--- config.mk ---
export PLATFORM = sky130hd
export DESIGN_NAME = bba_ctrl
export DESIGN_NICKNAME = d
export VERILOG_FILES = /design/src/hdl/bba_pkg.sv /design/src/hdl/bba_ctrl.sv
export SDC_FILE = /design/constraint.sdc
export NUM_CORES = 1
export LEC_CHECK = 0
export ABC_AREA = 1
export BUFFER_PORTS_ARGS = -buffer_cell sky130_fd_sc_hd__buf_2
export CAP_MARGIN = 20
export CORE_AREA = 10 10 47 49
export DETAILED_ROUTE_END_ITERATION = 7
export DIE_AREA = 0 0 57 59
export PLACE_DENSITY_LB_ADDON = 0.25
export SLEW_MARGIN = 5
export SYNTH_ARGS = -nofsm -noshare
export SYNTH_HDL_FRONTEND = slang
export SYNTH_SLANG_ARGS = --single-unit
export TNS_END_PERCENT = 5
--- constraint.sdc ---
create_clock -name clk -period 1.1 [get_ports clk]
set_input_delay 0.11 -clock clk [delete_from_list [all_inputs] [get_ports clk]]
set_output_delay 0.11 -clock clk [all_outputs]
set_load 0.01 [all_outputs]
--- src/hdl/bba_pkg.sv ---
`default_nettype none
// ----------------------------------------------------------------------------
// Block bitmap allocator package
// Shared constants, payload types, codes and controller/datapath interface.
// ----------------------------------------------------------------------------
package bba_pkg;

    localparam int BLOCK_BYTES    = 4096;
    localparam int BLK_LOG        = $clog2(BLOCK_BYTES);
    localparam int MAX_BLOCKS_DEF = 4096;
    localparam int NUM_POOLS      = 2;
    localparam int ADDR_W         = 32;
    localparam int BLKS_W         = 13;
    localparam int REQ_W          = 24;
    localparam int BYTES_W        = 25;
    localparam int NEED_W         = REQ_W + 1 - BLK_LOG;
    localparam int CFG_IDX_W      = 2;

    localparam logic [1:0] MARK_FREE  = 2'd0;
    localparam logic [1:0] MARK_TAKEN = 2'd1;
    localparam logic [1:0] MARK_LAST  = 2'd2;

    localparam logic [CFG_IDX_W-1:0] REG_POOL0_BASE   = 2'd0;
    localparam logic [CFG_IDX_W-1:0] REG_POOL0_BLOCKS = 2'd1;
    localparam logic [CFG_IDX_W-1:0] REG_POOL1_BASE   = 2'd2;
    localparam logic [CFG_IDX_W-1:0] REG_POOL1_BLOCKS = 2'd3;

    typedef enum logic [1:0] {
        CMD_ALLOC = 2'd0,
        CMD_FREE  = 2'd1,
        CMD_QUERY = 2'd2,
        CMD_NONE  = 2'd3
    } command_t;

    typedef enum logic [1:0] {
        STS_OK      = 2'd0,
        STS_RANGE   = 2'd1,
        STS_DOUBLE  = 2'd2,
        STS_NOSPACE = 2'd3
    } status_t;

    typedef struct packed {
        command_t          command;
        logic [REQ_W-1:0]  request_bytes;
        logic              want_fast;
        logic [ADDR_W-1:0] chunk_address;
    } in_t;

    typedef struct packed {
        status_t            status;
        logic [ADDR_W-1:0]  granted_address;
        logic [BYTES_W-1:0] chunk_bytes;
    } out_t;

    typedef enum logic [2:0] {
        S_IDLE,
        S_LOCATE,
        S_SCAN,
        S_MARK,
        S_WALK,
        S_DONE
    } state_t;

    typedef enum logic [2:0] {
        OP_HOLD,
        OP_CAPTURE,
        OP_LOCATE,
        OP_SCAN,
        OP_MARK,
        OP_WALK,
        OP_RESULT
    } dp_op_t;

    typedef struct packed {
        dp_op_t op;
    } ctl_t;

    typedef struct packed {
        logic clr_busy;
        logic scan_found;
        logic scan_end;
        logic mark_done;
        logic walk_end;
        logic out_full;
    } dp_sts_t;

endpackage
`default_nettype wire

--- src/hdl/bba_ctrl.sv ---
`default_nettype none
// ----------------------------------------------------------------------------
// Block bitmap allocator controller
// Sequences capture, pool lookup, scan, run marking, walk and result load.
// ----------------------------------------------------------------------------
module bba_ctrl (
    input  wire               clk,
    input  wire               rst_n,
    input  wire               in_valid,
    output logic              in_ready,
    input  bba_pkg::command_t in_cmd,
    input  bba_pkg::dp_sts_t  sts,
    output bba_pkg::ctl_t     ctl
);

    bba_pkg::state_t state_reg;
    bba_pkg::state_t state_next;

    always_ff @(posedge clk or negedge rst_n)
    begin
        if (!rst_n)
        begin
            state_reg <= bba_pkg::S_IDLE;
        end
        else
        begin
            state_reg <= state_next;
        end
    end

    always_comb
    begin
        state_next = state_reg;
        ctl.op     = bba_pkg::OP_HOLD;
        in_ready   = 1'b0;
        unique case (state_reg)
            bba_pkg::S_IDLE:
            begin
                in_ready = !sts.clr_busy;
                if (in_valid && !sts.clr_busy)
                begin
                    ctl.op = bba_pkg::OP_CAPTURE;
                    unique case (in_cmd) inside
                        bba_pkg::CMD_ALLOC:                     state_next = bba_pkg::S_SCAN;
                        bba_pkg::CMD_FREE, bba_pkg::CMD_QUERY:  state_next = bba_pkg::S_LOCATE;
                        default:                                state_next = bba_pkg::S_DONE;
                    endcase
                end
            end
            bba_pkg::S_LOCATE:
            begin
                ctl.op     = bba_pkg::OP_LOCATE;
                state_next = bba_pkg::S_WALK;
            end
            bba_pkg::S_SCAN:
            begin
                ctl.op = bba_pkg::OP_SCAN;
                if (sts.scan_found)
                begin
                    state_next = bba_pkg::S_MARK;
                end
                else if (sts.scan_end)
                begin
                    state_next = bba_pkg::S_DONE;
                end
            end
            bba_pkg::S_MARK:
            begin
                ctl.op = bba_pkg::OP_MARK;
                if (sts.mark_done)
                begin
                    state_next = bba_pkg::S_DONE;
                end
            end
            bba_pkg::S_WALK:
            begin
                ctl.op = bba_pkg::OP_WALK;
                if (sts.walk_end)
                begin
                    state_next = bba_pkg::S_DONE;
                end
            end
            bba_pkg::S_DONE:
            begin
                if (!sts.out_full)
                begin
                    ctl.op     = bba_pkg::OP_RESULT;
                    state_next = bba_pkg::S_IDLE;
                end
            end
            default:
            begin
                state_next = bba_pkg::S_IDLE;
            end
        endcase
    end

endmodule
`default_nettype wire

# [Word level (Yosys, flattened, before mapping)]
# Cells that the tools add are included.
[totals] input_bits=11 register_bits=3
[classes] reduce_logical=6 mux=12 n_eq_ne=12
[ops] op="3-bit case mux with 6 select lines" n=2
[ops] op="3-bit two-way mux" n=7
[ops] op="2-bit != test, second input constant" n=4
[ops] op="3-bit by 2-bit equality test with 1-bit output, second input constant" n=2
[ops] op="3-bit equality test, second input constant" n=2
[ops] op="3-bit case mux with 2 select lines" n=1
[ops] op="5-bit AND reduction" n=1
[ops] op="3-bit by 1-bit equality test with 1-bit output, second input constant" n=1
[ops] op="3-bit zero test" n=1
[ops] op="3-bit != test, second input constant" n=1
[ops] op="2-bit by 1-bit equality test with 1-bit output, second input constant" n=1
[ops] op="2-bit equality test, second input constant" n=1
[ops] op="2-bit zero test" n=1
[ops] op="1-bit two-way mux" n=2
[ops] op="2-bit OR reduction" n=1
[ops] op="1-bit logical AND" n=1
[ops] op="1-bit zero test" n=1

# [Logic depth before layout (Yosys ltp)]
# Gate-level depths: netlist of the first run.
[depth] ltp_word=5 depth_mapped=9 mapped_depth_nobuf=8

# [Worst setup path after synthesis of the first run]
# Ideal clock, no wire load.
[synth_timing] path_type="reg2reg" from="register state_reg[0]" to="register state_reg[2]" setup_slack_ns=0.004 path_buffers=1 setup_time_ns=0.117 arrival_time_ns=0.979 path_stages_with_launch=8 path_cell_list="dfrtp_1 -> buf_6 -> nor2_2 -> nand3_1 -> nand2_2 -> nor2_4 -> nand3_1 -> nand2_1"
[synth_between] elab_chain_len=3 word_cells_on_any_way=13 cone_classes="eq/ne (10); mux (1); reduce/logical (2)"
[synth_rtl] item="start, declared" line_no="bba_ctrl.sv:16" source="bba_pkg::state_t state_reg;"
[synth_rtl] item="start signal, assigned" line_no="bba_ctrl.sv:23" source="state_reg <= bba_pkg::S_IDLE;"
[synth_rtl] item="start signal, assigned" line_no="bba_ctrl.sv:27" source="state_reg <= state_next;"
[synth_rtl] item="3-bit by 2-bit equality test with 1-bit output (tied with other cells)" line_no="bba_ctrl.sv:36" source="unique case (state_reg)"
[synth_rtl] item="3-bit != test (no source line) or 2-bit != test (tied branches)"
[synth_rtl] item="5-bit AND reduction (no source line)"
# Several ways; a longest one is shown, not always the timed one.
# A chain may end at the register's enable or synchronous reset.

==> results of run 1 <==
cells in the final DEF, fill, tap and decap left out, drive strengths merged:
master / netlist / layout
buf: 1 / 24
nand2: 21 / 21
inv: 13 / 13
nand3: 11 / 11
nor2: 7 / 7
clkbuf: 0 / 4
dfrtp: 3 / 3
nand4: 2 / 2
o21ai: 2 / 2
o211ai: 1 / 1
and2: 1 / 1
dlygate4sd3: 0 / 1
worst min-delay path by stage:
stage	from	to	slack [ns]	cells after the start
finish	rst_n	state_reg[2]	0.21	2
global route	rst_n	state_reg[2]	0.22	2
CTS	rst_n	state_reg[2]	0.20	2
detailed placement	rst_n	state_reg[2]	-0.09	1
global placement	rst_n	state_reg[2]	-0.1	1
floorplan	rst_n	state_reg[0]	-0.19	0
cells by family (layout without fill, tap and decap cells):
group	count (synthesis)	count (layout)
buffers and inverters	14	42
DFF	3	3
and+or+nand+nor	42	42
AOI/OAI and AO/OA	3	3
layer usage:
layer,track usage [%],wire length [um],up-vias
li1,-,-,247
met1,5.94,392,186
met2,10.7,553,3
met3,0.858,14,0
met4,3.02,0,0
met5,0,0,-
metrics by stage:
stage	worst slack, ns	utilization, %	power, uW	hold WS (ns)
floorplan	0.00360	-	821	-0.186
global placement	-0.0716	31.8	1040	-0.0955
detailed placement	-0.110	31.8	1040	-0.0930
CTS	-0.216	38.7	1470	0.203
global route	-0.245	40.2	1680	0.219
finish	-0.172	40.2	1520	0.208
worst max-delay path: stages, from the launching register on:
cell and delay, ns:
dfrtp_2 0.43, nor2_4 0.14, nand2_2 0.07, o211ai_1 0.15
buf_2 0.15
what timing repair did:
item | in CTS | in global routing
hold buffers | 1 | 0
setup endpoints to repair | 7 | 7
pin swaps | 1 | 2
gates resized for setup | 6 | 2
setup buffers | 6 | 2
endpoints found under the hold margin | 3 | 0
where the power goes:
part | leakage [uW] | internal, uW | total (uW) | switching, uW
registers | 0.0000341 | 174 | 261 | 87.6
clock network | 0.0000150 | 135 | 185 | 49.2
logic | 0.000290 | 532 | 1080 | 546
final cells by class:
cell class / instances / area, um^2
clock buffer: 4 / 26.3
tap: 16 / 20.0
sequential: 3 / 78.8
fill: 163 / 838
inverter: 13 / 51.3
multi-input combinational: 45 / 231
timing repair buffer: 25 / 155
==> impl_summary.log, run 1 <==
INFO  metric io-pin-count = 15
INFO  metric setup_violations = 7
INFO  metric detailed_place.area = 445 um^2
INFO  metric i_o_buffers = 14
INFO  metric ant_nets = 0
INFO  metric synth.avg_cell_area = 5.67 um^2
INFO  metric detailed_place_hpwl = 794 um
INFO  metric r2r_cells = 9
INFO  metric critPathCaptureType = primary output
INFO  metric max-vdd-ir-drop = 0.939 mV
INFO  metric netlist_area_before_placement = 352 um^2
INFO  metric wire_length_of_the_first_global_routing_pass = 1620 um
INFO  metric synth_top_cells_by_area = dfrtp_1 21%, nand2_1 20%, nand3_1 14%
INFO  metric power_density = 2710 nW/um^2
INFO  metric synth_cell_types = 16
INFO  metric syn-instance-count = 62
INFO  metric initial_core_util = 25.1%
INFO  metric cts_root_buf = clkbuf_4
INFO  metric cp_max_fo = 5
INFO  metric grt_setup_unrepaired = true
INFO  metric failed_checks = setup timing
INFO  metric synth_fa_ha_area_share = 0%
INFO  metric count_of_yosys_warnings_during_synthesis = 0
INFO  metric worst_setup_hold_path_clk_slew = 0.04 ns
INFO  metric routed-via-count = 436
INFO  metric floorplan_core_area = 1400 um^2
INFO  metric synth_top_family_by_area = simple AND/OR/NAND/NOR gates
INFO  metric floorplan.die_area = 3360 um^2
INFO  metric wl_per_cell = 9.06 um
INFO  metric drive_above_1_share = 44.4%
INFO  metric synth_edf_count = 0
INFO  metric synth_compound_area_share = 4.98%
INFO  metric synth_top_cell_area_share = 21.4%
INFO  metric grt_start_max_net_pins = 8
INFO  metric reg2reg_setup_slack = -0.15 ns
INFO  metric grt.total_usage = 5.70%
INFO  metric crit_end = ctl[0]
INFO  metric yosysTopAreaCell = dfrtp_1
INFO  metric final_cells = 106
INFO  metric hold_violations = 0
INFO  metric ffs_latches_synth = 3
INFO  metric synth_simple_gate_area_share = 56.6%
INFO  metric synth-xor-area-share = 0%
INFO  metric timing.slew.headroom = 90.4%
INFO  metric placedCellCount = 93
INFO  metric fin_setup_tns = -0.954 ns
INFO  metric synth_most_common_cell = nand2_1
INFO  metric finalCritPeriodShare = 116%
INFO  metric crit_required = 0.99 ns
INFO  metric largest_register_ff_count = 3
INFO  metric maximum_clock_insertion_buffer_count = 2
INFO  metric area.growth.synth_to_final = 60.1%
INFO  metric die_height = 59 um
INFO  metric synth_ff_type = dfrtp_1
INFO  metric via_per_inst = 4.11
INFO  metric via_count_of_the_first_global_routing_pass = 432
INFO  metric synth_async_sr_flop_share = 100%
INFO  metric yosys-top-cells-count = 19 x nand2_1, 11 x inv_1, 10 x nand3_1
INFO  metric worst_ep_arrival_time = 1.16 ns
INFO  metric syn_nets = 73
INFO  metric drcViolationCount = 0
INFO  metric finish.net_count = 102
INFO  metric drtPass1Iterations = 2
INFO  metric tritoncts.num_buffers = 3
INFO  metric totalWireLength = 960 um
INFO  metric worstSetupStartpointType = register
INFO  metric finalClockSkew = 0.00262 ns
INFO  metric clk-insertion-delay-late = 0.22 ns
INFO  metric place.gp.congestion = 0.738
INFO  metric synth.mux.area_fraction = 0%
INFO  metric hold_class = input port to asynchronous set/reset pin
INFO  metric leakage_power = 0.000339 uW
INFO  metric finalWorstPathRequiredPeriod = 1.27 ns
INFO  metric drv_cap = 0
INFO  metric outcome = complete, but fails checks
INFO  metric achievable-frequency = 786 MHz
INFO  metric tightestPinTransition = 0.143 ns
INFO  metric clock_tree.htree_level_count = 1
INFO  metric cts.sink_count = 3
INFO  metric critical_path.reg2reg.startpoint = state_reg[0]
INFO  metric regToRegEndpoint = state_reg[0]
INFO  metric drtIter0Drc = 7
INFO  metric setup_slack = -0.172 ns
INFO  metric global_route.overflow_total = 0
INFO  metric tritoncts = built
INFO  metric finish.instance_area = 563 um^2
INFO  metric antenna_found_initial = 0
INFO  metric rows = 14
INFO  metric worst-setup-path-type = register to primary output
INFO  metric floorplan.die.width = 57 um
INFO  metric synth_seq_area_share = 21.4%
INFO  metric timing_max_transition_violations_final = 0
INFO  metric insertedDiodeCount = 0
INFO  metric cp-startpoint = state_reg[1]
Note: power is estimated with default switching activity, not from simulation.
==> inputs of run 2 (changes only) <==
--- a/config.mk
+++ b/config.mk
@@ -9,9 +9,12 @@
 export BUFFER_PORTS_ARGS = -buffer_cell sky130_fd_sc_hd__buf_2
 export CAP_MARGIN = 20
 export CORE_AREA = 10 10 47 49
+export CTS_BUF_LIST = sky130_fd_sc_hd__clkbuf_4 sky130_fd_sc_hd__clkbuf_8
 export DETAILED_ROUTE_END_ITERATION = 7
 export DIE_AREA = 0 0 57 59
+export MAX_ROUTING_LAYER = met4
 export PLACE_DENSITY_LB_ADDON = 0.25
+export RECOVER_POWER = 50
 export SLEW_MARGIN = 5
 export SYNTH_ARGS = -nofsm -noshare
 export SYNTH_HDL_FRONTEND = slang
==> run 2 against run 1 <==
The flow still finishes with violations (setup timing). Die area did not move. Clock skew about the same. Global-route usage grew 0.16 points. Sequential power is essentially flat.
==> impl_summary.log, run 2 (synthesized netlist as in run 1, its figures left out) <==
INFO  metric tritoncts.num_buffers = 3
INFO  metric outcome = complete, but fails checks
INFO  metric hold_violations = 0
INFO  metric ant_nets = 0
INFO  metric final_cells = 106
INFO  metric clk-insertion-delay-late = 0.23 ns
INFO  metric finish.net_count = 102
INFO  metric critical_path.reg2reg.startpoint = state_reg[0]
INFO  metric placedCellCount = 93
INFO  metric place.gp.congestion = 0.747
INFO  metric critPathCaptureType = primary output
INFO  metric fill_cells = 162
INFO  metric i_o_buffers = 14
INFO  metric totalWireLength = 960 um
INFO  metric floorplan.die.width = 57 um
INFO  metric drive_above_1_share = 44.4%
INFO  metric global_route.overflow_total = 0
INFO  metric largest_register_ff_count = 3
INFO  metric tritoncts = built
INFO  metric setup_slack = -0.172 ns
INFO  metric drcViolationCount = 0
INFO  metric cp_max_fo = 5
INFO  metric wire_length_of_the_first_global_routing_pass = 1620 um
INFO  metric via_per_inst = 4.11
INFO  metric cts_root_buf = clkbuf_4
INFO  metric drtIter0Drc = 7
INFO  metric setup_violations = 7
INFO  metric drtPass1Iterations = 2
INFO  metric io-pin-count = 15
INFO  metric finalWorstPathRequiredPeriod = 1.27 ns
INFO  metric power_density = 2740 nW/um^2
INFO  metric routed-via-count = 436
INFO  metric achievable-frequency = 786 MHz
INFO  metric drv_cap = 0
INFO  metric cts.sink_count = 3
INFO  metric worst-setup-path-type = register to primary output
INFO  metric timing.critical_path.max_delay_family = flip-flops
INFO  metric grt.total_usage = 5.86%
INFO  metric cp_slowest_cell = dfrtp_2
INFO  metric holdWs = 0.222 ns
INFO  metric rows = 14
INFO  metric worst_ep_arrival_time = 1.16 ns
INFO  metric wl_per_cell = 9.06 um
INFO  metric cp_slowest_stage_delay = 0.43 ns
INFO  metric layout_commonest_cell = nand2_1
INFO  metric floorplan.die_area = 3360 um^2
INFO  metric antenna_found_initial = 0
INFO  metric max-vdd-ir-drop = 0.941 mV
INFO  metric tightestPinTransition = 0.143 ns
INFO  metric crit_required = 0.99 ns
INFO  metric timing_max_transition_violations_final = 0
INFO  metric finalCritPeriodShare = 116%
INFO  metric floorplan_core_area = 1400 um^2
INFO  metric via_count_of_the_first_global_routing_pass = 432
INFO  metric initial_core_util = 25.1%
INFO  metric die_height = 59 um
INFO  metric mostFrequentLayoutCells = 17 x nand2_1, 13 x buf_2, 11 x inv_1, 10 x buf_4, 9 x nand3_1
INFO  metric grt_start_max_net_pins = 8
INFO  metric timing.slew.headroom = 90.4%
INFO  metric insertedDiodeCount = 0
INFO  metric detailed_place_hpwl = 794 um
INFO  metric grt_setup_unrepaired = true
INFO  metric leakage_power = 0.000340 uW
INFO  metric regToRegEndpoint = state_reg[0]
INFO  metric reg2reg_setup_slack = -0.15 ns
INFO  metric worstPathBufferInverterCount = 1
INFO  metric clock_tree.htree_level_count = 1
INFO  metric worst_setup_hold_path_clk_slew = 0.04 ns
INFO  metric crit_path_cell_trace = nor2_4 -> nand2_2 -> o211ai_1 -> buf_2
INFO  metric area.growth.synth_to_final = 60.9%
INFO  metric worstSetupStartpointType = register
INFO  metric finalClockSkew = 0.00307 ns
INFO  metric maximum_clock_insertion_buffer_count = 2
INFO  metric hold_class = input port to asynchronous set/reset pin
INFO  metric failed_checks = setup timing
INFO  metric r2r_cells = 9
run 2: changes by cell type in the layout (fill, tap and decap cells not counted), sizes merged:
cell	previous run	this run
buf	24	23
clkbuf	4	5
run 2: per-layer routing:
layer / share of wire [%] / up-vias / global-route usage, %
met2: 58 / 3 / 10.7
met4: 0 / 0 / 3.02
met1: 41 / 186 / 5.94
met5: 0 / - / -
li1: - / 247 / -
met3: 1.5 / 0 / 0.858
run 2: where the power goes:
group / switching, uW / internal [uW] / total, uW
Sequential: 87.6 / 174 / 261
Combinational: 546 / 531 / 1080
Clock: 49.7 / 160 / 210
Total: 684 / 865 / 1550
run 2: final cells by class:
type	count	area [um^2]	area share [%]
flip-flops and latches	3	78.8	13.9
well taps	16	20.0	3.54
repair buffers	25	154	27.2
clock buffers	4	30.0	5.31
inverters	13	51.3	9.07
multi-input cells	45	231	40.9
run 2: timing repair:
action,in CTS,in global routing
hold buffers,1,0
pin swaps,1,2
endpoints found under the hold margin,3,0
setup endpoints to repair,7,7
setup buffers,6,2
gates cloned,0,0
resized for setup,6,2
run 2: worst max-delay path by stage:
stage	startpoint	endpoint	depth (start not counted)
2_1_floorplan	state_reg[0]	state_reg[2]	7
3_3_place_gp	state_reg[0]	ctl[0]	4
3_5_place_dp	state_reg[0]	ctl[0]	4
4_1_cts	state_reg[0]	ctl[0]	4
5_1_grt	state_reg[1]	ctl[0]	4
6_report	state_reg[1]	ctl[0]	4
run 2: metrics by stage:
step	setup WS (ns)	setup TNS [ns]	util, %	power [uW]	instance area [um^2]
after floorplan	0.00360	0	-	821	352
after global placement	-0.0716	-0.224	31.8	1040	445
after detailed placement	-0.110	-0.315	31.8	1040	445
after CTS	-0.216	-1.15	38.9	1500	546
after global routing	-0.245	-1.50	40.4	1710	566
final	-0.172	-0.955	40.4	1550	566
run 2: worst register-to-register path: cells and delay by family, from the launching register on:
kind                   cells  cell delay [ns]
AND/OR/NAND/NOR            7             0.46
flip-flops                 1             0.41
buffers and inverters      2             0.26
==> inputs of run 3 (changes only) <==
==> constraint.sdc (replaced) <==
create_clock -name clk -period 1.25 [get_ports clk]
set_input_delay 0.125 -clock clk [delete_from_list [all_inputs] [get_ports clk]]
set_output_delay 0.125 -clock clk [all_outputs]
set_load 0.01 [all_outputs]
==> run 3 against run 2 <==
The run still ends with setup timing left. Via count decreased by 0.23%. First-iteration DRC count did not move. Utilization is 0.18 points lower. Critical endpoint unchanged. Highest routed layer is now met4.
==> impl_summary.log, run 3 (synthesized netlist as in run 1, its figures left out) <==
INFO  metric outcome = complete, but fails checks
INFO  metric failed_checks = setup timing
INFO  metric finalWorstPathRequiredPeriod = 1.36 ns
INFO  metric global_route.overflow_total = 0
INFO  metric area.growth.synth_to_final = 60.1%
INFO  metric maximum_clock_insertion_buffer_count = 2
INFO  metric hold_class = input port to asynchronous set/reset pin
INFO  metric grt_setup_unrepaired = true
INFO  metric achievable-frequency = 734 MHz
INFO  metric cts_root_buf = clkbuf_4
INFO  metric floorplan.die_area = 3360 um^2
INFO  metric post-route-util = 40.2%
INFO  metric layout_commonest_cell = nand2_1
INFO  metric tightestPinTransition = 0.151 ns
INFO  metric fill_cells = 169
INFO  metric totalWireLength = 1030 um
INFO  metric i_o_buffers = 14
INFO  metric drtIter0Drc = 7
INFO  metric wl_per_cell = 9.98 um
INFO  metric critPathCaptureType = primary output
INFO  metric die_height = 59 um
INFO  metric drtPass1Iterations = 2
INFO  metric hold_violations = 0
INFO  metric floorplan_core_area = 1400 um^2
INFO  metric place.gp.congestion = 0.747
INFO  metric leakage_power = 0.000332 uW
INFO  metric io-pin-count = 15
INFO  metric routed-via-count = 435
INFO  metric crit_path_cell_trace = nor2_4 -> nand2_2 -> o211ai_1 -> buf_2
INFO  metric holdWs = 0.220 ns
INFO  metric crit_required = 1.12 ns
INFO  metric drive_above_1_share = 46.0%
INFO  metric drv_cap = 0
INFO  metric int_power = 755 uW
INFO  metric initial_core_util = 25.1%
INFO  metric via_per_inst = 4.22
INFO  metric cp_slowest_stage_delay = 0.43 ns
INFO  metric drcViolationCount = 0
INFO  metric clock_tree.htree_level_count = 1
INFO  metric mostFrequentLayoutCells = 16 x nand2_1, 13 x buf_2, 11 x inv_1, 7 x nand3_1
INFO  metric timing.slew.headroom = 89.8%
INFO  metric worst_ep_arrival_time = 1.24 ns
INFO  metric largest_register_ff_count = 3
INFO  metric worst_setup_hold_path_clk_slew = 0.04 ns
INFO  metric power.share.sequential = 15.2%
INFO  metric floorplan.die.width = 57 um
INFO  metric power_density = 2500 nW/um^2
INFO  metric swShare = 46.3%
INFO  metric finish.instance_area = 563 um^2
INFO  metric finalCritPeriodShare = 109%
INFO  metric cp_max_fo = 4
INFO  metric rows = 14
INFO  metric r2r_cells = 8
INFO  metric setup_slack = -0.113 ns
INFO  metric ant_nets = 0
INFO  metric clk-insertion-delay-late = 0.24 ns
INFO  metric finalClockSkew = 0.00548 ns
INFO  metric tritoncts.num_buffers = 3
INFO  metric p_comb_share = 71.0%
INFO  metric max-vdd-ir-drop = 0.941 mV
INFO  metric worst-setup-path-type = register to primary output
INFO  metric detailed_place_hpwl = 777 um
INFO  metric power.net_switching = 652 uW
INFO  metric placedCellCount = 91
INFO  metric tritoncts = built
INFO  metric via_count_of_the_first_global_routing_pass = 421
INFO  metric setup_violations = 5
INFO  metric finish.net_count = 99
INFO  metric wire_length_of_the_first_global_routing_pass = 1640 um
INFO  metric final_cells = 103
INFO  metric timing_max_transition_violations_final = 0
INFO  metric detailed_place.area = 430 um^2
INFO  metric cp_slowest_cell = dfrtp_2
INFO  metric cts.sink_count = 3
INFO  metric grt_start_max_net_pins = 7
INFO  metric antenna_found_initial = 0
INFO  metric worstSetupStartpointType = register
INFO  metric grt.total_usage = 6.47%
INFO  metric share_clk_of_total_power = 13.8%
INFO  metric insertedDiodeCount = 0
[run 3: cell types whose count changed in the layout (fill, tap and decap cells not counted)]
cell	previous run	this run
nand3_1	9	7
nand2_2	4	5
nand2_1	17	16
buf_6	0	2
buf_4	10	5
nand3_2	2	4
[run 3: power groups by stage]
| stage | clock network [uW] | registers [uW] | logic [uW] |
|---|---|---|---|
| detailed placement | 0 | 224 | 656 |
| global route | 211 | 225 | 1110 |
| CTS | 200 | 215 | 872 |
| floorplan | 0 | 189 | 533 |
| global placement | 0 | 224 | 660 |
| finish | 194 | 214 | 998 |
[run 3: timing repair]
action	CTS	global route
endpoints found under the hold margin	3	0
pin swaps	1	7
setup endpoints to repair	4	7
hold buffers	1	0
resized for setup	7	6
setup buffers	6	1
[run 3: worst paths after layout]
| check | start | endpoint | slack [ns] |
|---|---|---|---|
| min in group clk | sts[3] | state_reg[2] | 0.26 |
| max in group asynchronous | rst_n | state_reg[0] | 0.86 |
| max reg2reg | state_reg[1] | state_reg[0] | -0.01 |
| min reg2reg | state_reg[0] | state_reg[0] | 0.67 |
| min | rst_n | state_reg[1] | 0.22 |
| max | state_reg[1] | ctl[0] | -0.11 |
[run 3: layout make-up]
cell class | instances | area [um^2] | area share [%]
Sequential cell | 3 | 78.8 | 14.0
Inverter | 13 | 51.3 | 9.11
Clock buffer | 4 | 30.0 | 5.33
Multi-Input combinational cell | 45 | 244 | 43.3
Timing Repair Buffer | 22 | 139 | 24.7
Tap cell | 16 | 20.0 | 3.56
[run 3: critical path: cells and delay by family, from the launching register on]
kind                   cells  cell delay (ns)
buffers and inverters      1             0.17
AOI/OAI and AO/OA          1             0.16
and+or+nand+nor            2             0.24
DFF                        1             0.43
[run 3: layer usage]
metal	GRT usage [%]	share of wire (%)	up-vias	wire length, um
li1	-	-	241	-
met1	5.55	39	187	403
met2	11.6	59	5	602
met3	1.29	0.19	2	2
met4	6.04	1.9	0	20
met5	-	0	-	0
[run 3: per-stage QoR]
stage	power, uW	setup TNS [ns]	setup slack (ns)
finish	1410	-0.163	-0.113
global route	1540	-0.680	-0.194
CTS	1290	-0.100	-0.0469
detailed placement	879	0	0.0278
global placement	885	0	0.0478
floorplan	722	0	0.139
